$ cat src/rtl/core/sfe_pkg.sv
`timescale 1ns / 1ps

package sfe_pkg;

	localparam int SMP_W      = 16;
	localparam int DLY_W      = 14;
	localparam int FB_W       = 16;
	localparam int WET_W      = 17;
	localparam int CFG_IDX_W  = 8;
	localparam int CFG_DATA_W = 32;

	localparam int DELAY_DEPTH_DEF = 16384;
	localparam int Q_DEPTH_DEF     = 2;

	localparam logic [CFG_IDX_W-1:0] REG_DELAY    = 8'd0;
	localparam logic [CFG_IDX_W-1:0] REG_FEEDBACK = 8'd1;
	localparam logic [CFG_IDX_W-1:0] REG_WET      = 8'd2;
	localparam logic [CFG_IDX_W-1:0] REG_BYPASS   = 8'd3;

	localparam logic [DLY_W-1:0] DELAY_RST = 14'd0;
	localparam logic [FB_W-1:0]  FB_RST    = 16'd19661;
	localparam logic [FB_W-1:0]  FB_MAX    = 16'd62259;
	localparam logic [WET_W-1:0] WET_RST   = 17'd16384;
	localparam logic [WET_W-1:0] WET_MAX   = 17'd65536;

	// product and saturation widths
	localparam int FBP_W = 33;
	localparam int MIX_W = 35;
	localparam int SAT_W = 35;

	localparam logic signed [SAT_W-1:0] SAT_HI = 35'sd32767;
	localparam logic signed [SAT_W-1:0] SAT_LO = -35'sd32768;

	typedef struct packed {
		logic signed [SMP_W-1:0] left;
		logic signed [SMP_W-1:0] right;
		logic                    last;
		logic                    byp;
	} smp_t;

	typedef struct packed {
		logic [FB_W-1:0]  fb;
		logic [WET_W-1:0] wet;
	} gain_t;

	function automatic logic signed [SMP_W-1:0] sat16(input logic signed [SAT_W-1:0] v);
		logic signed [SMP_W-1:0] r;
		if (v > SAT_HI) begin
			r = 16'sh7fff;
		end else if (v < SAT_LO) begin
			r = -16'sh8000;
		end else begin
			r = v[SMP_W-1:0];
		end
		return r;
	endfunction

endpackage

$ cat src/rtl/core/sfe_fifo.sv
`timescale 1ns / 1ps

module sfe_fifo import sfe_pkg::*; #(
	parameter int WIDTH = $bits(smp_t),
	parameter int DEPTH = Q_DEPTH_DEF
) (
	input  logic             clk,
	input  logic             arst_n,
	input  logic             in_valid,
	output logic             in_ready,
	input  logic [WIDTH-1:0] in_data,
	output logic             out_valid,
	input  logic             out_ready,
	output logic [WIDTH-1:0] out_data
);

	localparam int PW = $clog2(DEPTH);
	localparam int NW = $clog2(DEPTH + 1);

	logic [WIDTH-1:0] slot_q [DEPTH];
	logic [PW-1:0]    wr_ptr_q;
	logic [PW-1:0]    rd_ptr_q;
	logic [NW-1:0]    cnt_q;
	logic             push;
	logic             pop;

	assign in_ready  = cnt_q != NW'(DEPTH);
	assign out_valid = cnt_q != '0;
	assign out_data  = slot_q[rd_ptr_q];
	assign push      = in_valid && in_ready;
	assign pop       = out_valid && out_ready;

	always_ff @(posedge clk) begin
		if (push) begin
			slot_q[wr_ptr_q] <= in_data;
		end
	end

	always_ff @(posedge clk or negedge arst_n) begin
		if (!arst_n) begin
			wr_ptr_q <= '0;
			rd_ptr_q <= '0;
			cnt_q    <= '0;
		end else begin
			if (push) begin
				wr_ptr_q <= (wr_ptr_q == PW'(DEPTH - 1)) ? '0 : wr_ptr_q + 1'b1;
			end
			if (pop) begin
				rd_ptr_q <= (rd_ptr_q == PW'(DEPTH - 1)) ? '0 : rd_ptr_q + 1'b1;
			end
			if (push && !pop) begin
				cnt_q <= cnt_q + 1'b1;
			end else if (pop && !push) begin
				cnt_q <= cnt_q - 1'b1;
			end
		end
	end

endmodule

$ cat config.mk
export PLATFORM = sky130hd
export DESIGN_NAME = sfe_fifo
export DESIGN_NICKNAME = d
export VERILOG_FILES = /design/src/rtl/core/sfe_pkg.sv /design/src/rtl/core/sfe_fifo.sv
export SDC_FILE = /design/constraint.sdc
export NUM_CORES = 1
export LEC_CHECK = 0
export ABC_AREA = 1
export BUFFER_PORTS_ARGS = -buffer_cell sky130_fd_sc_hd__buf_2
export CORE_MARGIN = 2
export CORE_UTILIZATION = 43
export CTS_CLUSTER_DIAMETER = 30
export CTS_CLUSTER_SIZE = 25
export DETAILED_ROUTE_END_ITERATION = 10
export HOLD_SLACK_MARGIN = 0.08
export PLACE_DENSITY = 0.65
export SLEW_MARGIN = 10
export SYNTH_ARGS = -nofsm -noshare
export SYNTH_HDL_FRONTEND = slang
export SYNTH_SLANG_ARGS = --single-unit
$ cat constraint.sdc
create_clock -name clk -period 4.2 [get_ports clk]
set_clock_uncertainty 0.1 [all_clocks]
set_input_delay 0.42 -clock clk [delete_from_list [all_inputs] [get_ports clk]]
set_output_delay 0.42 -clock clk [all_outputs]
set_load 0.005 [all_outputs]
==> flow_metrics.tcl, run 1 <==
set metrics [dict create \
    crit_type "reg2out" \
    fin_nets 324 \
    critPathLaunchType "flip-flop" \
    coreArea_um2 6277 \
    worstMarginPinSlew_ns 0.9990 \
    fill_cells 539 \
    fp.dieH_um 84.10 \
    wirelength_um 4602 \
    synth_top_area_frac 0.7401 \
    viasPerCell 4.566 \
    setup_tns_ns 0 \
    fin_area_um2 3354 \
    finalWeightedCongestion 0.6998 \
    cp-end-kind "output port" \
    grt_pass1_vias 1656 \
    synth-warning-count 0 \
    layout_commonest_cell "nand2_1" \
    cp_common_cell "nand2_1" \
    cts_tree "yes" \
    post-cts-setup-buffers 0 \
    synth-adder-area-share 0.004535 \
    hp-class "in2reg" \
    initial_utilization 0.4395 \
    cts.clk_slew.worst_paths_ns 0.07 \
    power.density_nw_per_um2 663.2 \
    syn_nets 245 \
    cts_buffer_depth 2 \
    grt_overflow 0 \
    cp_cell_sequence "buf_4 -> nand2_1 -> nand2_1 -> buf_2" \
    antenna_cells 0 \
    grt_setup_unrepaired "false" \
    final_cell_mix "99 x nand2_1, 73 x buf_2, 68 x edfxtp_1" \
    cap_violations 0 \
    required_ns 3.68 \
    htreeDepth 3 \
    rows 29 \
    placed_cell_area_um2 3167 \
    setup_viol 0 \
    max_freq_ghz 0.4217 \
    synth_top_family_by_area "simple AND/OR/NAND/NOR gates" \
    slowest_stage "dfrtp_1" \
    syn_area_um2 2759 \
    synth_cell_types 16 \
    slew_violations 0 \
    grt_max_degree 36 \
    ant_nets 0 \
    ys_ff_latch 72 \
    dr.pass1.iters 4 \
    crit_family "flip-flops" \
    synthMuxAreaShare 0 \
    synth-compound-area-share 0 \
    ctsHoldBuffers 1 \
    die_x_um 84.10 \
    instances_no_fill 366 \
    cp.depth 4 \
    status "finished clean" \
    worst_path_largest_cell_delay_ns 0.93 \
    critical_path_buf_inv_count 2 \
    cts_sinks 72 \
    portBuffers 73 \
    timing.final.crit_period_ns 2.371 \
    antenna_found_initial 0 \
    placedCellCount 350 \
    track_usage 0.1431 \
    avgSynthCellArea_um2 13.39 \
    yosys.area_share.simple 0.1728 \
    drt_iter0_drc 112 \
    syn2layout_area_growth_pct 21.59 \
    cts_resized 0 \
    critPathMaxFanout 23 \
    synthCells 206 \
    dp_hpwl_um 2902 \
    clkLatencyLatePin_ns 0.32 \
    yosysTopAreaCell "edfxtp_1" \
    ys_seq_area_frac 0.7764 \
    wl_per_cell_um 12.57 \
    vias 1671 \
    fp.dieArea_um2 7073 \
    relSlewSlack 0.3324 \
    p_leak_nw 1.458 \
    hold_violations 0 \
    reg2regPathDepth 4 \
    cts_root_buf "clkbuf_8" \
    ir_drop_v 0.0003164 \
    cts_inserted_buffers 9 \
    synth_area_leaders "edfxtp_1 74%, nand2_1 13%, dfrtp_1 3.6%" \
    timing.final.crit_share 0.5646 \
    post-route-drc-count 0 \
    synthXorXnorAreaFrac 0.006349 \
    arrival_ns 1.85 \
    pin_count 74 \
    drive_gt1_frac 0.3564 \
    min_path_cells 1 \
    grt_pass1_wl_um 7603 \
]
synth_stat cells:
cell      number
inv_1          5
edfxtp_1      68
nand2_2       13
inv_2          1
xor2_1         1
nand3_1        2
xnor2_1        1
nor2_1         2
buf_6          3
nand4_1        1
ha_1           1
buf_12         1
inv_8          1
nand2_1       99
dfrtp_1        4
buf_4          3
metrics by stage:
step	util	worst slack [ns]	hold slack [ns]	power, mW
floorplan	-	1.657	0.02441	1.520
global placement	0.5045	2.128	0.1318	1.755
detailed placement	0.5045	2.123	0.1333	1.770
CTS	0.5344	1.754	0.1581	2.264
global route	0.5344	1.628	0.1575	2.398
finish	0.5344	1.829	0.1752	2.225
state kept, by name, summed over array words and instances (netlist names):
signal,flops
rd_ptr_q,1
slot_q,68
cnt_q,2
wr_ptr_q,1
cell type report:
| class | instances | area (µm²) | share of cell area |
|---|---|---|---|
| Timing Repair Buffer | 75 | 382.9 | 0.1141 |
| Clock buffer | 11 | 131.4 | 0.03916 |
| Inverter | 7 | 33.78 | 0.01007 |
| Tap cell | 77 | 96.34 | 0.02872 |
| Clock inverter | 4 | 46.29 | 0.01380 |
| Multi-Input combinational cell | 120 | 521.8 | 0.1555 |
| Sequential cell | 72 | 2142 | 0.6386 |
routing by layer:
layer  track usage  wire length (µm)  vias to the layer above  part of all wire
li1              -                 -                      843                 -
met1        0.1785              2047                      764              0.44
met2        0.2266              2160                       55              0.47
met3       0.04550               303                        9             0.066
met4       0.07038                91                        0             0.020
met5             0                 0                        -                 0
path summary, 6_finish.rpt:
| path | endpoint | slack, ns | startpoint |
|---|---|---|---|
| min in group asynchronous | rd_ptr_q | 0.32 | arst_n |
| max | out_data[11] | 1.83 | rd_ptr_q |
| max in group asynchronous | cnt_q[0] | 3.56 | arst_n |
| min reg2reg | cnt_q[0] | 0.41 | cnt_q[0] |
| min | slot_q[0][31] | 0.18 | in_data[31] |
| max reg2reg | slot_q[1][0] | 2.30 | cnt_q[0] |
report_power, final:
| part | leakage [nW] | switching, mW | internal (mW) |
|---|---|---|---|
| clock network | 0.0868 | 0.229 | 0.269 |
| logic | 0.691 | 0.403 | 0.254 |
| registers | 0.680 | 0.0841 | 0.986 |
| total | 1.46 | 0.716 | 1.51 |
cells by family (layout without fill, tap and decap cells):
kind of cell	Yosys count	in the layout
and+or+nand+nor	117	117
DFF	72	72
adders and majority gates	1	1
xor gates and xnor gates	2	2
buffers and inverters	14	97
No activity file was read; power rests on OpenSTA's default activity.
==> run 2: changes to the inputs <==
==> constraint.sdc (replaced) <==
create_clock -name clk -period 2.28 [get_ports clk]
set_clock_uncertainty 0.1 [all_clocks]
set_input_delay 0.228 -clock clk [delete_from_list [all_inputs] [get_ports clk]]
set_output_delay 0.228 -clock clk [all_outputs]
set_load 0.005 [all_outputs]
==> flow_metrics.tcl, run 2 (synthesis gave the netlist of run 1 again) <==
set metrics [dict create \
    layout_commonest_cell "nand2_1" \
    instances_no_fill 405 \
    setup_tns_ns 0 \
    regMostFlops "slot_q" \
    timing.final.crit_share 0.7768 \
    worst_path_largest_cell_delay_ns 0.53 \
    hp-class "in2async" \
    relSlewSlack 0.6915 \
    power.density_nw_per_um2 1177 \
    p_leak_nw 1.650 \
    hold-worst-slack_ns 0.1550 \
    worstMarginPinSlew_ns 0.4628 \
    wirelength_um 5053 \
    grt_setup_unrepaired "false" \
    vias 1817 \
    max_freq_ghz 0.5646 \
    timing.final.crit_period_ns 1.771 \
    fin_area_um2 3792 \
    die_x_um 84.10 \
    viasPerCell 4.486 \
    hold_violations 0 \
    critPathMaxFanout 20 \
    initial_utilization 0.4395 \
    cts_root_buf "clkbuf_8" \
    portBuffers 73 \
    setup_ws_ns 0.5090 \
    dr.pass1.iters 4 \
    wl_per_cell_um 12.48 \
    grt_overflow 0 \
    cts.clk_slew.worst_paths_ns 0.07 \
    placed_cell_area_um2 3189 \
    cp_common_cell "nand2_1" \
    cts_resized 0 \
    fin_nets 362 \
    arrival_ns 1.44 \
    antenna_cells 0 \
    placedCellCount 353 \
    clkLatencyLatePin_ns 0.33 \
    grt_max_degree 36 \
    cp-end-kind "output port" \
    coreArea_um2 6277 \
    cts_sinks 72 \
    syn2layout_area_growth_pct 37.46 \
    grt_pass1_vias 1861 \
    track_usage 0.1535 \
    slew_violations 0 \
    drt_iter0_drc 87 \
    register_area_um2 2142 \
    slowest_stage "dfrtp_1" \
    p_total_mw 4.465 \
    cts_tree "yes" \
    grt_pass1_wl_um 8300 \
    rows 29 \
    final_cell_mix "99 x nand2_1, 73 x buf_2, 68 x edfxtp_1" \
    critical_path_buf_inv_count 2 \
    setup_viol 0 \
    biggestRegsByFlops "slot_q (68), cnt_q (2)" \
    ant_nets 0 \
    cts_buffer_depth 2 \
    largest_reg_flops 68 \
    htreeDepth 3 \
    pin_count 74 \
    fill_cells 501 \
    final_core_util 0.6041 \
    place_worst_setup_slack_ns 0.6380 \
    cts_inserted_buffers 9 \
    fp.dieArea_um2 7073 \
    required_ns 1.95 \
    finalWeightedCongestion 0.6827 \
    cap_violations 0 \
    drive_gt1_frac 0.3323 \
    dp_hpwl_um 3009 \
    fp.dieH_um 84.10 \
    critPathLaunchType "flip-flop" \
    crit_type "reg2out" \
    multi_input_area_um2 521.8 \
    crit_family "flip-flops" \
    ir_drop_v 0.0006151 \
    status "finished clean" \
    antenna_found_initial 0 \
    cp_cell_sequence "buf_4 -> nand2_1 -> nand2_1 -> buf_2" \
    post-route-drc-count 0 \
]
run 2: cell type report:
cell class              count  area share
flip-flops and latches     72      0.5648
repair buffers            113      0.1993
multi-input cells         120      0.1376
clock buffers               9     0.03266
clock inverters             7     0.03134
well taps                  77     0.02540
inverters                   7    0.008908
run 2: routing by layer:
metal | routed length [µm] | global-route usage | up-vias | part of all wire
li1 | - | - | 919 | -
met1 | 2177 | 0.1840 | 840 | 0.43
met2 | 2570 | 0.2670 | 54 | 0.51
met3 | 272 | 0.04649 | 4 | 0.054
met4 | 33 | 0.04692 | 0 | 0.0065
met5 | 0 | 0 | - | 0
run 2: what timing repair did:
item	4_1_cts	5_1_grt
endpoints found under the setup margin	0	0
hold endpoints to repair	73	0
setup buffers	0	0
hold buffers	36	0
run 2: path summary, 6_finish.rpt:
path | slack, ns | start | cells after the start | endpoint
worst max-delay path | 0.51 | rd_ptr_q | 4 | out_data[17]
worst min-delay path | 0.16 | arst_n | 2 | cnt_q[1]
worst max register to register | 0.66 | cnt_q[0] | 5 | slot_q[0][2]
worst min register to register | 0.43 | cnt_q[0] | 1 | cnt_q[0]
max in group asynchronous | 1.80 | arst_n | 2 | rd_ptr_q
min in group clk | 0.17 | in_valid | 3 | wr_ptr_q
run 2: where the power goes:
part           switching, mW  leakage (nW)  internal [mW]  total (mW)
sequential             0.113         0.680           1.81        1.93
combinational          0.817         0.853          0.529        1.35
clock                  0.465         0.117          0.729        1.19
run 2: worst reg2reg max path, stage by stage, from the launching register on:
cell and delay (ns):
dfrtp_1 0.40, inv_2 0.07, nand2_2 0.07, nand2_2 0.11
nor2_4 0.09, buf_4 0.41
==> run 3: changes to the inputs <==
--- a/config.mk
+++ b/config.mk
@@ -13,7 +13,7 @@
 export CTS_CLUSTER_SIZE = 25
 export DETAILED_ROUTE_END_ITERATION = 10
 export HOLD_SLACK_MARGIN = 0.08
-export PLACE_DENSITY = 0.65
+export PLACE_DENSITY = 0.68
 export SLEW_MARGIN = 10
 export SYNTH_ARGS = -nofsm -noshare
 export SYNTH_HDL_FRONTEND = slang
==> constraint.sdc (replaced) <==
create_clock -name clk -period 1.5 [get_ports clk]
set_clock_uncertainty 0.1 [all_clocks]
set_input_delay 0.15 -clock clk [delete_from_list [all_inputs] [get_ports clk]]
set_output_delay 0.15 -clock clk [all_outputs]
set_load 0.005 [all_outputs]
==> flow_metrics.tcl, run 3 (synthesis gave the netlist of run 1 again) <==
set metrics [dict create \
    wirelength_um 5290 \
    switchingPower_mw 2.217 \
    cts_buffer_depth 2 \
    setup_ws_ns -0.03872 \
    timing.final.crit_period_ns 1.539 \
    cp-end-kind "output port" \
    layout_commonest_cell "nand2_1" \
    biggestRegsByFlops "slot_q (68), cnt_q (2)" \
    violations "negative setup slack" \
    antenna_found_initial 0 \
    ir_drop_v 0.001142 \
    seqPwrFrac 0.423 \
    p_total_mw 6.948 \
    worst_path_largest_cell_delay_ns 0.50 \
    clkPwrFrac 0.230 \
    fp.dieH_um 84.10 \
    slowest_stage "dfrtp_2" \
    internal-power_mw 4.730 \
    cts_tree "yes" \
    cts_root_buf "clkbuf_8" \
    drt_iter0_drc 33 \
    viasPerCell 4.546 \
    relSlewSlack 0.8493 \
    initial_utilization 0.4395 \
    fin_nets 369 \
    grt_overflow 0 \
    die_x_um 84.10 \
    track_usage 0.1544 \
    required_ns 1.25 \
    critPathLaunchType "flip-flop" \
    antenna_cells 0 \
    regMostFlops "slot_q" \
    slew_violations 0 \
    hold-worst-slack_ns 0.1172 \
    crit_type "reg2out" \
    worstMarginPinSlew_ns 0.2261 \
    vias 1873 \
    rows 29 \
    finalWeightedCongestion 0.7210 \
    final_cell_mix "97 x nand2_1, 73 x buf_2, 68 x edfxtp_1" \
    post-route-drc-count 0 \
    fin_area_um2 3923 \
    coreArea_um2 6277 \
    swShare 0.3191 \
    hp-class "in2reg" \
    largest_reg_flops 68 \
    max_freq_ghz 0.6499 \
    timing.final.crit_share 1.026 \
    wl_per_cell_um 12.84 \
    p_leak_nw 1.704 \
    grt_pass1_vias 1968 \
    portBuffers 73 \
    arrival_ns 1.29 \
    pin_count 74 \
    dp_hpwl_um 3228 \
    power.density_nw_per_um2 1771 \
    status "complete, but fails checks" \
    combPwrFrac 0.347 \
    cts.clk_slew.worst_paths_ns 0.07 \
    ant_nets 0 \
    cap_violations 0 \
    cts_sinks 72 \
    critPathMaxFanout 8 \
    grt_pass1_wl_um 8224 \
    cp_cell_sequence "buf_4 -> nand2_1 -> nand2_1 -> buf_2" \
    cp_common_cell "nand2_1" \
    dr.pass1.iters 4 \
    placed_cell_area_um2 3279 \
    grt_setup_unrepaired "true" \
    hold_violations 0 \
    htreeDepth 3 \
    cts_inserted_buffers 9 \
    grt_max_degree 36 \
    clkLatencyLatePin_ns 0.33 \
    final_core_util 0.6249 \
    setup_viol 29 \
    drive_gt1_frac 0.3552 \
    fp.dieArea_um2 7073 \
    syn2layout_area_growth_pct 42.18 \
]
==> run 3: cell count changes in the layout (fill, tap and decap cells not counted), moves of 2 or more <==
cell      change
nand2_4       +2
clkinv_2      +3
buf_12        +5
nand2_1       -2
==> run 3: area by class of cell <==
cell class	count	area [µm²]
Inverter	7	38.79
Timing Repair Buffer	120	884.6
Tap cell	77	96.34
Clock buffer	9	123.9
Fill cell	482	2355
Clock inverter	7	86.33
Multi-Input combinational cell	120	549.3
Sequential cell	72	2143
==> run 3: final timing paths <==
check | cells after the start | slack, ns | to | startpoint
worst min register to register | 2 | 0.48 | cnt_q[1] | cnt_q[1]
worst max-delay path | 4 | -0.04 | out_data[14] | rd_ptr_q
worst max register to register | 5 | 0.05 | slot_q[0][15] | cnt_q[1]
max in group asynchronous | 3 | 0.48 | rd_ptr_q | arst_n
min in group asynchronous | 3 | 0.62 | cnt_q[0] | arst_n
worst min-delay path | 4 | 0.12 | wr_ptr_q | in_valid
==> run 3: critical path: cells and delay by family (launching register included) <==
kind	cells	cell delay (ns)
flops	1	0.50
simple gates	2	0.15
buf+inv	2	0.32
==> run 3: power groups by stage <==
stage | Clock [mW] | Sequential [mW] | Combinational (mW)
2_1_floorplan | 0 | 2.92 | 1.37
3_3_place_gp | 0 | 2.94 | 2.20
3_5_place_dp | 0 | 2.96 | 2.25
4_1_cts | 1.65 | 2.94 | 2.44
5_1_grt | 1.73 | 2.97 | 2.66
6_report | 1.60 | 2.94 | 2.41
==> run 3: routing by layer <==
metal	share of wire	GRT usage
met1	0.38	0.1481
met2	0.54	0.2843
met3	0.052	0.04550
met4	0.035	0.09824
met5	0	0
==> run 3: repair_timing <==
action | in CTS | in global routing
gates resized for setup | 6 | 2
buffers inserted | 2 | 0
endpoints found under the hold margin | 73 | 0
hold buffers | 37 | 0
setup endpoints to repair | 35 | 35
pin swaps | 1 | 0
==> run 3: through the flow <==
step                setup slack, ns  setup TNS [ns]  instances
floorplan                   -0.1226          -7.567        206
global placement            0.05796               0        357
detailed placement         -0.02367        -0.02367        357
CTS                        -0.05880          -1.111        412
global route                -0.1086          -2.756        412
finish                     -0.03872         -0.3961        412
