==> src/rtl/core/sfe_pkg.sv <==
`timescale 1ns / 1ps

package sfe_pkg;

	localparam int SMP_W      = 16;
	localparam int DLY_W      = 14;
	localparam int FB_W       = 16;
	localparam int WET_W      = 17;
	localparam int CFG_IDX_W  = 8;
	localparam int CFG_DATA_W = 32;

	localparam int DELAY_DEPTH_DEF = 16384;
	localparam int Q_DEPTH_DEF     = 2;

	localparam logic [CFG_IDX_W-1:0] REG_DELAY    = 8'd0;
	localparam logic [CFG_IDX_W-1:0] REG_FEEDBACK = 8'd1;
	localparam logic [CFG_IDX_W-1:0] REG_WET      = 8'd2;
	localparam logic [CFG_IDX_W-1:0] REG_BYPASS   = 8'd3;

	localparam logic [DLY_W-1:0] DELAY_RST = 14'd0;
	localparam logic [FB_W-1:0]  FB_RST    = 16'd19661;
	localparam logic [FB_W-1:0]  FB_MAX    = 16'd62259;
	localparam logic [WET_W-1:0] WET_RST   = 17'd16384;
	localparam logic [WET_W-1:0] WET_MAX   = 17'd65536;

	// product and saturation widths
	localparam int FBP_W = 33;
	localparam int MIX_W = 35;
	localparam int SAT_W = 35;

	localparam logic signed [SAT_W-1:0] SAT_HI = 35'sd32767;
	localparam logic signed [SAT_W-1:0] SAT_LO = -35'sd32768;

	typedef struct packed {
		logic signed [SMP_W-1:0] left;
		logic signed [SMP_W-1:0] right;
		logic                    last;
		logic                    byp;
	} smp_t;

	typedef struct packed {
		logic [FB_W-1:0]  fb;
		logic [WET_W-1:0] wet;
	} gain_t;

	function automatic logic signed [SMP_W-1:0] sat16(input logic signed [SAT_W-1:0] v);
		logic signed [SMP_W-1:0] r;
		if (v > SAT_HI) begin
			r = 16'sh7fff;
		end else if (v < SAT_LO) begin
			r = -16'sh8000;
		end else begin
			r = v[SMP_W-1:0];
		end
		return r;
	endfunction

endpackage

==> src/rtl/core/sfe_ifs.sv <==
`timescale 1ns / 1ps

interface sfe_in_if import sfe_pkg::*; ();
	logic                    valid;
	logic                    ready;
	logic signed [SMP_W-1:0] left_in;
	logic signed [SMP_W-1:0] right_in;
	logic                    block_last;

	modport source(output valid, output left_in, output right_in, output block_last,
		input ready);
	modport sink(input valid, input left_in, input right_in, input block_last,
		output ready);
endinterface


interface sfe_cfg_if import sfe_pkg::*; ();
	logic                  valid;
	logic                  ready;
	logic [CFG_IDX_W-1:0]  index;
	logic [CFG_DATA_W-1:0] data;

	modport source(output valid, output index, output data, input ready);
	modport sink(input valid, input index, input data, output ready);
endinterface

==> src/rtl/core/sfe_front.sv <==
`timescale 1ns / 1ps

module sfe_front import sfe_pkg::*; #(
	parameter int DELAY_DEPTH = DELAY_DEPTH_DEF,
	parameter int ENTRY_W     = 2 * $clog2(DELAY_DEPTH) + $bits(smp_t)
) (
	input  logic               clk,
	input  logic               arst_n,
	sfe_in_if.sink             samples,
	sfe_cfg_if.sink            cfg,
	input  logic               clr_busy,
	output gain_t              gains,
	output logic               push_valid,
	input  logic               push_ready,
	output logic [ENTRY_W-1:0] push_data
);

	localparam int AW = $clog2(DELAY_DEPTH);
	localparam int CW = ((AW > DLY_W) ? AW : DLY_W) + 1;
	localparam int DMAX = (DELAY_DEPTH - 1 > 16383) ? 16383 : DELAY_DEPTH - 1;
	localparam logic [DLY_W-1:0] DMAX_V = DLY_W'(DMAX);

	logic [DLY_W-1:0] delay_q;
	logic [FB_W-1:0]  fb_q;
	logic [WET_W-1:0] wet_q;
	logic             byp_q;
	logic [AW-1:0]    wi_q;

	logic [DLY_W-1:0] cfg_dly;
	logic [FB_W-1:0]  cfg_fb;
	logic [WET_W-1:0] cfg_wet;
	logic [CW-1:0]    diff;
	logic [CW-1:0]    rd_full;
	logic [AW-1:0]    rd;
	logic             accept;
	smp_t             smp;

	assign cfg.ready = 1'b1;
	assign cfg_dly   = cfg.data[DLY_W-1:0];
	assign cfg_fb    = cfg.data[FB_W-1:0];
	assign cfg_wet   = cfg.data[WET_W-1:0];

	always_ff @(posedge clk or negedge arst_n) begin
		if (!arst_n) begin
			delay_q <= DELAY_RST;
			fb_q    <= FB_RST;
			wet_q   <= WET_RST;
			byp_q   <= 1'b0;
		end else if (cfg.valid) begin
			case (cfg.index)
				REG_DELAY: begin
					delay_q <= (cfg_dly > DMAX_V) ? DMAX_V : cfg_dly;
				end
				REG_FEEDBACK: begin
					fb_q <= (cfg_fb > FB_MAX) ? FB_MAX : cfg_fb;
				end
				REG_WET: begin
					wet_q <= (cfg_wet > WET_MAX) ? WET_MAX : cfg_wet;
				end
				REG_BYPASS: begin
					byp_q <= cfg.data[0];
				end
				default: begin
				end
			endcase
		end
	end

	assign gains.fb  = fb_q;
	assign gains.wet = wet_q;

	// read point trails the write index by the delay, modulo the depth
	assign diff    = CW'(wi_q) - CW'(delay_q);
	assign rd_full = diff[CW-1] ? diff + CW'(DELAY_DEPTH) : diff;
	assign rd      = rd_full[AW-1:0];

	assign samples.ready = push_ready && !clr_busy;
	assign push_valid    = samples.valid && !clr_busy;
	assign accept        = samples.valid && samples.ready;

	assign smp.left  = samples.left_in;
	assign smp.right = samples.right_in;
	assign smp.last  = samples.block_last;
	assign smp.byp   = byp_q;

	assign push_data = {rd, wi_q, smp};

	always_ff @(posedge clk or negedge arst_n) begin
		if (!arst_n) begin
			wi_q <= '0;
		end else if (accept && !byp_q) begin
			wi_q <= (wi_q == AW'(DELAY_DEPTH - 1)) ? '0 : wi_q + 1'b1;
		end
	end

endmodule

==> src/flat_wrapper.sv <==
// flat-port wrapper written by rule: the top's interface ports become plain ports
module sfe_front_flat import sfe_pkg::*;
#(
	parameter int DELAY_DEPTH = DELAY_DEPTH_DEF,
	parameter int ENTRY_W     = 2 * $clog2(DELAY_DEPTH) + $bits(smp_t)
)
  (clk, arst_n, clr_busy, gains, push_valid, push_ready, push_data, samples_valid, samples_left_in, samples_right_in, samples_block_last, samples_ready, cfg_valid, cfg_index, cfg_data, cfg_ready);
  sfe_in_if samples_i ();
  sfe_cfg_if cfg_i ();
  input  logic clk;
  input  logic arst_n;
  input  logic clr_busy;
  output gain_t gains;
  output logic push_valid;
  input  logic push_ready;
  output logic [ENTRY_W-1:0] push_data;
  input wire logic [$bits(samples_i.valid)-1:0] samples_valid;
  input wire logic [$bits(samples_i.left_in)-1:0] samples_left_in;
  input wire logic [$bits(samples_i.right_in)-1:0] samples_right_in;
  input wire logic [$bits(samples_i.block_last)-1:0] samples_block_last;
  output wire logic [$bits(samples_i.ready)-1:0] samples_ready;
  input wire logic [$bits(cfg_i.valid)-1:0] cfg_valid;
  input wire logic [$bits(cfg_i.index)-1:0] cfg_index;
  input wire logic [$bits(cfg_i.data)-1:0] cfg_data;
  output wire logic [$bits(cfg_i.ready)-1:0] cfg_ready;
  assign samples_i.valid = samples_valid;
  assign samples_i.left_in = samples_left_in;
  assign samples_i.right_in = samples_right_in;
  assign samples_i.block_last = samples_block_last;
  assign samples_ready = samples_i.ready;
  assign cfg_i.valid = cfg_valid;
  assign cfg_i.index = cfg_index;
  assign cfg_i.data = cfg_data;
  assign cfg_ready = cfg_i.ready;
  sfe_front #(.DELAY_DEPTH(DELAY_DEPTH), .ENTRY_W(ENTRY_W)) u_core (.clk(clk), .arst_n(arst_n), .samples(samples_i), .cfg(cfg_i), .clr_busy(clr_busy), .gains(gains), .push_valid(push_valid), .push_ready(push_ready), .push_data(push_data));
endmodule
==> config.mk <==
export PLATFORM = sky130hd
export DESIGN_NAME = sfe_front_flat
export DESIGN_NICKNAME = d
export VERILOG_FILES = /design/src/rtl/core/sfe_pkg.sv /design/src/rtl/core/sfe_ifs.sv /design/src/rtl/core/sfe_front.sv /design/src/flat_wrapper.sv
export SDC_FILE = /design/constraint.sdc
export NUM_CORES = 1
export LEC_CHECK = 0
export ABC_AREA = 1
export BUFFER_PORTS_ARGS = -buffer_cell sky130_fd_sc_hd__buf_2
export CAP_MARGIN = 40
export CORE_AREA = 2 2 119 121
export DETAILED_ROUTE_END_ITERATION = 8
export DIE_AREA = 0 0 121 123
export GPL_ROUTABILITY_DRIVEN = 0
export PLACE_DENSITY = 0.55
export SYNTH_ARGS = -nofsm -noshare
export SYNTH_HDL_FRONTEND = slang
export SYNTH_SLANG_ARGS = --single-unit
==> constraint.sdc <==
create_clock -name clk -period 4.6 [get_ports clk]
set_clock_uncertainty 0.1 [all_clocks]
set_input_delay 1.38 -clock clk [delete_from_list [all_inputs] [get_ports clk]]
set_output_delay 1.38 -clock clk [all_outputs]
set_load 0.1 [all_outputs]
==> impl_metrics.py, run 1 <==
metrics = {
    "timing": {
        "fin_crit_ns": 4.20,
        "tightestPinTransition_ns": 0.766,
        "setup-violations-final": 0,
        "slew_violations": 0,
        "finalCritPeriodShare": 0.913,
        "finalHoldViolCount": 0,
        "timing.fmax_mhz": 238,
        "maxSlewHeadroom": 0.489,
        "whs_ns": 0.364,
        "rsz0062_at_grt": "no",
        "setup_tns_ns": 0,
    },
    "grt": {
        "grt_pass1_vias": 3527,
        "track_usage": 0.145,
        "grt_max_degree": 35,
        "grt_antenna_before_repair": 0,
        "grt_pass1_wl_um": 17100,
        "grt.overflow.total": 0,
    },
    "clock_tree": {
        "post_cts_buffers": 0,
        "cts_tree": "yes",
        "clk_pin_slew_ns": 0.06,
        "h-tree-depth": 3,
        "clock_sinks": 62,
        "clk_latency_ns": 0.32,
        "cts_buffer_depth": 2,
        "clockRootBuffer": "clkbuf_16",
        "ctsResizeCount": 0,
        "postCtsHoldBufs": 0,
        "cts_buffers": 9,
    },
    "power_and_ir_drop": {
        "leakage_uw": 0.00263,
        "cellPowerDensity_nw_per_um2": 496,
        "ir_drop_mv": 0.192,
        "clkPwrFrac": 0.290,
        "design_power_total_uw": 2350,
        "comb_power_share": 0.434,
        "seq_power_share": 0.276,
        "power.switching_uw": 1140,
        "swShare": 0.485,
        "p_int_uw": 1210,
    },
    "route": {
        "via_per_inst": 4.44,
        "wirelength_um": 10300,
        "drt-initial-drc-count": 161,
        "first_pass_iters": 4,
        "vias": 3559,
        "post_drt_wl_per_cell_um": 12.9,
        "drc": 0,
        "ant_nets": 0,
    },
    "status": {
        "outcome": "finished, final reports clean",
    },
    "min_path": {
        "worst_hold_path_type": "reg -> reg",
        "worstHoldStart": "u_core.fb_q[7]$_DFFE_PN1P_",
        "min_path_cells": 2,
        "holdPathEnd": "u_core.fb_q[7]$_DFFE_PN1P_",
    },
    "flow_run": {
        "maxCapViolations": 0,
    },
    "place": {
        "io_buffers": 94,
        "dp_cells": 785,
        "place_hpwl_um": 8170,
    },
    "synthesis": {
        "synth_area_um2": 4000,
        "ys_ff_latch": 62,
        "synth.yosys.seq_area_share": 0.391,
        "netlist_instances": 554,
        "synth_area_leaders": "dfrtp_1 33%, nand2_1 17%, buf_4 7.1%, inv_1 6.9%, dfstp_2 5.9%",
        "synth.distinct_cells": 27,
        "syn_avg_cell_area_um2": 7.21,
        "synth_area_leader_cell": "dfrtp_1",
        "synth_fp_nets": 648,
        "synth_top_area_share": 0.332,
        "yosysWarnings": 0,
    },
    "floorplanning": {
        "core_area_um2": 13600,
        "initial_core_util": 0.294,
        "dieWidth_um": 121,
        "ios": 177,
        "chipHeight_um": 123,
        "row_count": 43,
        "die_area_um2": 14900,
    },
    "critical_path": {
        "r2r_end": "u_core.wi_q[9]$_DFFE_PN0P_",
        "critPathCaptureType": "output port",
        "worst_ep_arrival_time_ns": 2.72,
        "crit_required_ns": 3.12,
        "crit_type": "reg -> out",
        "critPathMaxFanout": 5,
        "r2r-start": "u_core.wi_q[1]$_DFFE_PN0P_",
        "start_kind": "flop",
        "worst-r2r-setup-slack_ns": 2.80,
        "reg2regPathDepth": 8,
    },
    "cells_and_area": {
        "syn2layout_area_growth_pct": 18.3,
        "final_core_util": 0.347,
        "fillers": 1487,
        "diodes": 0,
        "regArea_um2": 1560,
        "instances_no_fill": 801,
        "drive_gt1_frac": 0.221,
        "nets": 710,
        "multiInputGateArea_um2": 1870,
    },
}
## cell type report
cell class,instances,area share
Tap cell,180,0.0476
Timing Repair Buffer,96,0.103
Clock inverter,4,0.00953
Multi-Input combinational cell,372,0.396
Inverter,75,0.0595
Clock buffer,12,0.0542
Sequential cell,62,0.331
## power groups by stage
stage	sequential (uW)	combinational, uW	clock, uW
after floorplan	897	744	0
after global placement	653	1020	0
after detailed placement	655	1030	0
after CTS	647	1030	691
after global routing	655	1080	716
final	647	1020	681
## metrics by stage
step	cell area, um^2	worst slack, ns
after floorplan	4040	0.0208
after global placement	4430	0.769
after detailed placement	4430	0.714
after CTS	4730	0.353
after global routing	4730	0.198
final	4730	0.400
## cells in the final DEF (no fill, tap or decap), types with 14 or more instances in the layout
cell and instances:
dfrtp_1 53, nor2_1 49, nand2_1 180, a21oi_1 19, inv_1 73, nor3_1 23
o21ai_0 20, nand3_1 32, buf_2 94, ha_1 14
## Yosys cell counts (all sizes together)
master and instances:
a21oi 19, and3 1, buf 44, clkbuf 1
conb 1, dfrtp 53, dfstp 9, fa 1
ha 14, inv 75, nand2 180, nand3 32
nand3b 1, nand4 10, nor2 55, nor3 24
o21ai 20, o21bai 1, xnor2 5, xor2 8
## cell families after synthesis
| family | after synthesis | share of synthesized area |
|---|---|---|
| fa+ha+maj | 15 | 0.0488 |
| simple gates | 303 | 0.328 |
| compound gates | 40 | 0.0507 |
| other cells | 1 | 0.000938 |
| xor+xnor | 13 | 0.0285 |
| flops | 62 | 0.391 |
| buf+inv | 120 | 0.152 |
## metal layers
layer | global-route usage | vias up | wire [um]
met4 | 0.0334 | 0 | 58
met1 | 0.186 | 1620 | 4770
met3 | 0.0480 | 9 | 826
li1 | - | 1812 | -
met5 | 0 | - | 0
met2 | 0.237 | 118 | 4660
## critical path, stage by stage (launching register included)
cell and delay [ns]:
dfrtp_1 0.42, inv_1 0.12, ha_1 0.18, inv_1 0.08, fa_1 0.45, nand3_1 0.12
nand3_1 0.18, a21oi_1 0.27, xnor2_2 0.13, buf_2 0.44
## worst max path at each step
stage / depth (start not counted) / start / endpoint
6_report: 9 / u_core.wi_q[0]$_DFFE_PN0P_ / push_data[56]
3_3_place_gp: 9 / u_core.wi_q[0]$_DFFE_PN0P_ / push_data[54]
3_5_place_dp: 9 / u_core.wi_q[0]$_DFFE_PN0P_ / push_data[56]
4_1_cts: 9 / u_core.wi_q[0]$_DFFE_PN0P_ / push_data[56]
5_1_grt: 9 / u_core.wi_q[0]$_DFFE_PN0P_ / push_data[56]
2_1_floorplan: 6 / u_core.wi_q[0]$_DFFE_PN0P_ / push_data[51]
## sequential cells by signal, indices dropped and copies added, names as in the netlist
register and cells:
u_core.wi_q 14, u_core.fb_q 16, u_core.byp_q 1, u_core.delay_q 14
u_core.wet_q 17
Note: power is estimated with default switching activity, not from simulation.
==> inputs of run 2 (changes only) <==
MAX_ROUTING_LAYER = met4   (was default)
==> run 2 against run 1 <==
Combinational power about the same. Worst hold slack about the same. Maximum frequency grew 0.26%. Final cell count stayed put. Global-route usage increased by 0.39 points. First-iteration DRC count is 5.0% higher. Count of clock-buffer cells in the layout unchanged. Sequential share of layout area unchanged. Critical path type unchanged. Critical endpoint unchanged. Largest power group unchanged.
==> impl_metrics.py, run 2 (synthesis results as in run 1) <==
metrics = {
    "status": {
        "outcome": "finished, final reports clean",
    },
    "cells_and_area": {
        "diodes": 0,
        "regArea_um2": 1560,
        "reg.largest.list": "u_core.wet_q: 17 flops, u_core.fb_q: 16 flops",
        "drive_gt1_frac": 0.221,
        "largest-register": "u_core.wet_q",
        "multiInputGateArea_um2": 1870,
        "final_core_util": 0.347,
        "fin_area_um2": 4730,
        "final_common_cell": "nand2_1",
        "final_cell_mix": "180 x nand2_1, 94 x buf_2, 73 x inv_1, 53 x dfrtp_1, 49 x nor2_1",
        "largest_register_ff_count": 17,
        "fillers": 1487,
        "nets": 710,
        "instances_no_fill": 801,
        "syn2layout_area_growth_pct": 18.3,
    },
    "flow_run": {
        "maxCapViolations": 0,
    },
    "route": {
        "first_pass_iters": 4,
        "drt-initial-drc-count": 169,
        "wirelength_um": 10300,
        "drc": 0,
        "vias": 3546,
        "post_drt_wl_per_cell_um": 12.9,
        "ant_nets": 0,
        "via_per_inst": 4.43,
    },
    "timing": {
        "timing.fmax_mhz": 239,
        "maxSlewHeadroom": 0.483,
        "fin_crit_ns": 4.19,
        "setup-violations-final": 0,
        "worst_slack_ns": 0.411,
        "tightestPinTransition_ns": 0.776,
        "rsz0062_at_grt": "no",
        "setup_tns_ns": 0,
        "slew_violations": 0,
        "finalCritPeriodShare": 0.911,
        "finalHoldViolCount": 0,
    },
    "critical_path": {
        "crit_type": "reg -> out",
        "crit_required_ns": 3.12,
        "crit_path_cell_trace": "inv_1, ha_1, inv_1, fa_1, nand3_1, nand3_1, a21oi_1, xnor2_2, buf_2",
        "worst_ep_arrival_time_ns": 2.71,
        "timing.critical_path.slowest_cell_delay_ns": 0.45,
        "critPathMaxFanout": 5,
        "slowest_stage": "fa_1",
        "start_kind": "flop",
        "critPathCaptureType": "output port",
    },
    "clock_tree": {
        "clock_sinks": 62,
        "clockRootBuffer": "clkbuf_16",
        "cts_buffers": 9,
        "post_cts_buffers": 0,
        "cts_buffer_depth": 2,
        "h-tree-depth": 3,
        "clk_latency_ns": 0.32,
        "cts_tree": "yes",
        "postCtsHoldBufs": 0,
        "ctsResizeCount": 0,
        "clk_pin_slew_ns": 0.05,
    },
    "power_and_ir_drop": {
        "ir_drop_mv": 0.192,
        "cellPowerDensity_nw_per_um2": 495,
        "leakage_uw": 0.00263,
    },
    "floorplanning": {
        "die_area_um2": 14900,
        "dieWidth_um": 121,
        "chipHeight_um": 123,
        "ios": 177,
        "row_count": 43,
        "initial_core_util": 0.294,
        "core_area_um2": 13600,
    },
    "min_path": {
        "worst_hold_path_type": "reg -> reg",
    },
    "place": {
        "dp_cells": 785,
        "dpl_worst_slack_ns": 0.714,
        "io_buffers": 94,
        "place_area_um2": 4430,
        "place_hpwl_um": 8170,
    },
    "grt": {
        "grt_antenna_before_repair": 0,
        "grt.overflow.total": 0,
        "track_usage": 0.149,
        "grt_max_degree": 35,
        "grt_pass1_vias": 3530,
        "grt_pass1_wl_um": 17100,
    },
}
## run 2: cell counts in the layout (fill, tap and decap cells not counted)
No cell type changed its count.
## run 2: routing by layer
metal / GRT usage / routed length, um / share of wire
met3: 0.0383 / 805 / 0.078
met1: 0.188 / 4750 / 0.46
met4: 0.0400 / 57 / 0.0055
met2: 0.237 / 4720 / 0.46
met5: - / 0 / 0
## run 2: layout make-up
class	count	area share
Clock buffer	12	0.0542
Tap cell	180	0.0476
Sequential cell	62	0.331
Multi-Input combinational cell	372	0.396
Inverter	75	0.0595
Timing Repair Buffer	96	0.103
Clock inverter	4	0.00953
## run 2: stage by stage
step	hold slack, ns	total power [uW]
after floorplan	0.370	1640
after global placement	0.358	1670
after detailed placement	0.358	1680
after CTS	0.366	2360
after global routing	0.379	2440
final	0.364	2340
## run 2: critical path: cells and delay by family (launching register included)
family          cells  cell delay, ns
compound gates      1            0.27
flops               1            0.42
xor+xnor            1            0.13
simple gates        2            0.30
fa+ha+maj           2            0.62
buf+inv             3            0.64
## run 2: path summary, 6_finish.rpt
kind                                           endpoint  slack (ns)                  startpoint  cells past startpoint
max in group asynchronous    u_core.wi_q[2]$_DFFE_PN0P_        2.51                      arst_n                      2
hold / removal               u_core.fb_q[7]$_DFFE_PN1P_        0.36  u_core.fb_q[7]$_DFFE_PN1P_                      2
hold reg to reg              u_core.fb_q[7]$_DFFE_PN1P_        0.36  u_core.fb_q[7]$_DFFE_PN1P_                      2
setup / recovery                          push_data[56]        0.41  u_core.wi_q[0]$_DFFE_PN0P_                      9
min in group asynchronous  u_core.wet_q[10]$_DFFE_PN0P_        1.04                      arst_n                      1
setup reg to reg             u_core.wi_q[9]$_DFFE_PN0P_        2.80  u_core.wi_q[1]$_DFFE_PN0P_                      8
## run 2: power breakdown
group	switching (uW)	leakage, uW	internal, uW
Combinational	849	0.00173	169
Clock	232	0.000152	446
Sequential	53.0	0.000754	594
==> inputs of run 3 (changes only) <==
RECOVER_POWER = 100   (was default)
==> run 3 against run 2 <==
The run now ends with max-capacitance violations, max-slew violations left. Final cell count did not move. Critical endpoint unchanged. Maximum frequency shrank 0.96%. Largest power group unchanged. Critical path depth unchanged. Highest routed layer unchanged. Power fell by 0.88%. Wire length about the same.
==> impl_metrics.py, run 3 (synthesis results as in run 1) <==
metrics = {
    "timing": {
        "maxSlewHeadroom": -0.241,
        "rsz0062_at_grt": "no",
        "finalCritPeriodShare": 0.920,
        "fin_crit_ns": 4.23,
        "setup-violations-final": 0,
        "setup_tns_ns": 0,
        "tightestPinTransition_ns": 1.86,
        "whs_ns": 0.364,
        "timing.fmax_mhz": 236,
        "slew_violations": 35,
        "finalHoldViolCount": 0,
    },
    "floorplanning": {
        "chipHeight_um": 123,
        "dieWidth_um": 121,
        "core_area_um2": 13600,
        "ios": 177,
        "row_count": 43,
        "initial_core_util": 0.294,
        "die_area_um2": 14900,
    },
    "cells_and_area": {
        "final_core_util": 0.338,
        "syn2layout_area_growth_pct": 15.2,
        "largest-register": "u_core.wet_q",
        "reg.largest.list": "u_core.wet_q: 17 flops, u_core.fb_q: 16 flops",
        "final_common_cell": "nand2_1",
        "multiInputGateArea_um2": 1820,
        "largest_register_ff_count": 17,
        "final_cell_mix": "180 x nand2_1, 75 x inv_1, 59 x clkbuf_1, 54 x nor2_1, 53 x dfrtp_1",
        "fillers": 1512,
        "diodes": 0,
        "regArea_um2": 1560,
        "drive_gt1_frac": 0.114,
        "nets": 710,
    },
    "clock_tree": {
        "cts_buffers": 9,
        "cts_tree": "yes",
        "clockRootBuffer": "clkbuf_16",
        "clk_latency_ns": 0.32,
        "postCtsHoldBufs": 0,
        "clock_sinks": 62,
        "post_cts_buffers": 0,
        "cts_buffer_depth": 2,
        "clk_pin_slew_ns": 0.05,
        "ctsResizeCount": 0,
        "h-tree-depth": 3,
    },
    "power_and_ir_drop": {
        "leakage_uw": 0.00240,
        "cellPowerDensity_nw_per_um2": 504,
        "ir_drop_mv": 0.182,
    },
    "status": {
        "outcome": "complete, but fails checks",
        "violations": "max-capacitance violations, max-slew violations",
    },
    "critical_path": {
        "crit_required_ns": 3.12,
        "critPathCaptureType": "output port",
        "crit_type": "reg -> out",
        "critPathMaxFanout": 5,
        "worst_ep_arrival_time_ns": 2.75,
        "r2r-start": "u_core.byp_q$_DFFE_PN0P_",
        "startpoint": "u_core.wi_q[0]$_DFFE_PN0P_",
        "start_kind": "flop",
    },
    "grt": {
        "track_usage": 0.149,
        "grt_pass1_wl_um": 17100,
        "grt_pass1_vias": 3530,
        "grt_antenna_before_repair": 0,
        "grt_max_degree": 35,
        "grt.overflow.total": 0,
    },
    "route": {
        "drc": 0,
        "ant_nets": 0,
        "vias": 3549,
        "first_pass_iters": 4,
        "via_per_inst": 4.43,
        "post_drt_wl_per_cell_um": 12.9,
        "drt-initial-drc-count": 174,
        "wirelength_um": 10300,
    },
    "min_path": {
        "worstHoldStart": "u_core.fb_q[7]$_DFFE_PN1P_",
        "worst_hold_path_type": "reg -> reg",
    },
    "flow_run": {
        "maxCapViolations": 1,
    },
    "place": {
        "io_buffers": 94,
        "place_hpwl_um": 8170,
    },
}
==> run 3: metrics by stage <==
stage / instances / setup slack [ns] / area, um^2 / total power (uW)
global route: 801 / 0.165 / 4600 / 2420
detailed placement: 785 / 0.714 / 4430 / 1680
finish: 801 / 0.370 / 4600 / 2320
CTS: 801 / 0.353 / 4730 / 2360
floorplan: 554 / 0.0208 / 4040 / 1640
global placement: 785 / 0.769 / 4430 / 1670
==> run 3: routing by layer <==
metal / track usage / up-vias / share of wire / wire (um)
met1: 0.188 / 1609 / 0.47 / 4860
met3: 0.0383 / 9 / 0.070 / 719
met4: 0.0400 / 0 / 0.0077 / 80
met5: - / - / 0 / 0
li1: - / 1809 / - / -
met2: 0.237 / 122 / 0.45 / 4680
==> run 3: cell type report <==
type / count / area share
Multi-Input combinational cell: 372 / 0.396
Inverter: 75 / 0.0612
Clock buffer: 12 / 0.0557
Tap cell: 180 / 0.0489
Clock inverter: 4 / 0.00979
Timing Repair Buffer: 96 / 0.0886
Sequential cell: 62 / 0.339
==> run 3: report_power, final <==
group | total (uW) | switching, uW | leakage [uW] | internal [uW]
clock | 677 | 231 | 0.000152 | 446
combinational | 998 | 850 | 0.00149 | 148
sequential | 647 | 53.5 | 0.000754 | 594
total | 2320 | 1130 | 0.00240 | 1190
==> run 3: path summary, 6_finish.rpt <==
| kind | end | cells after the start | slack [ns] |
|---|---|---|---|
| worst max-delay path | push_data[56] | 9 | 0.37 |
| worst min-delay path | u_core.fb_q[7]$_DFFE_PN1P_ | 2 | 0.36 |
| worst max register to register | u_core.wi_q[9]$_DFFE_PN0P_ | 7 | 2.68 |
| worst min register to register | u_core.fb_q[7]$_DFFE_PN1P_ | 2 | 0.36 |
| max in group asynchronous | u_core.wi_q[2]$_DFFE_PN0P_ | 2 | 1.39 |
| min in group asynchronous | u_core.wet_q[10]$_DFFE_PN0P_ | 1 | 1.47 |
==> run 3: worst max-delay path: stages (launching register included) <==
cell and delay [ns]:
dfrtp_1 0.42, inv_1 0.13, ha_1 0.17, inv_1 0.08, fa_1 0.45, nand3_1 0.12, nand3_1 0.18, a21oi_1 0.27
xnor2_2 0.14, clkbuf_2 0.47
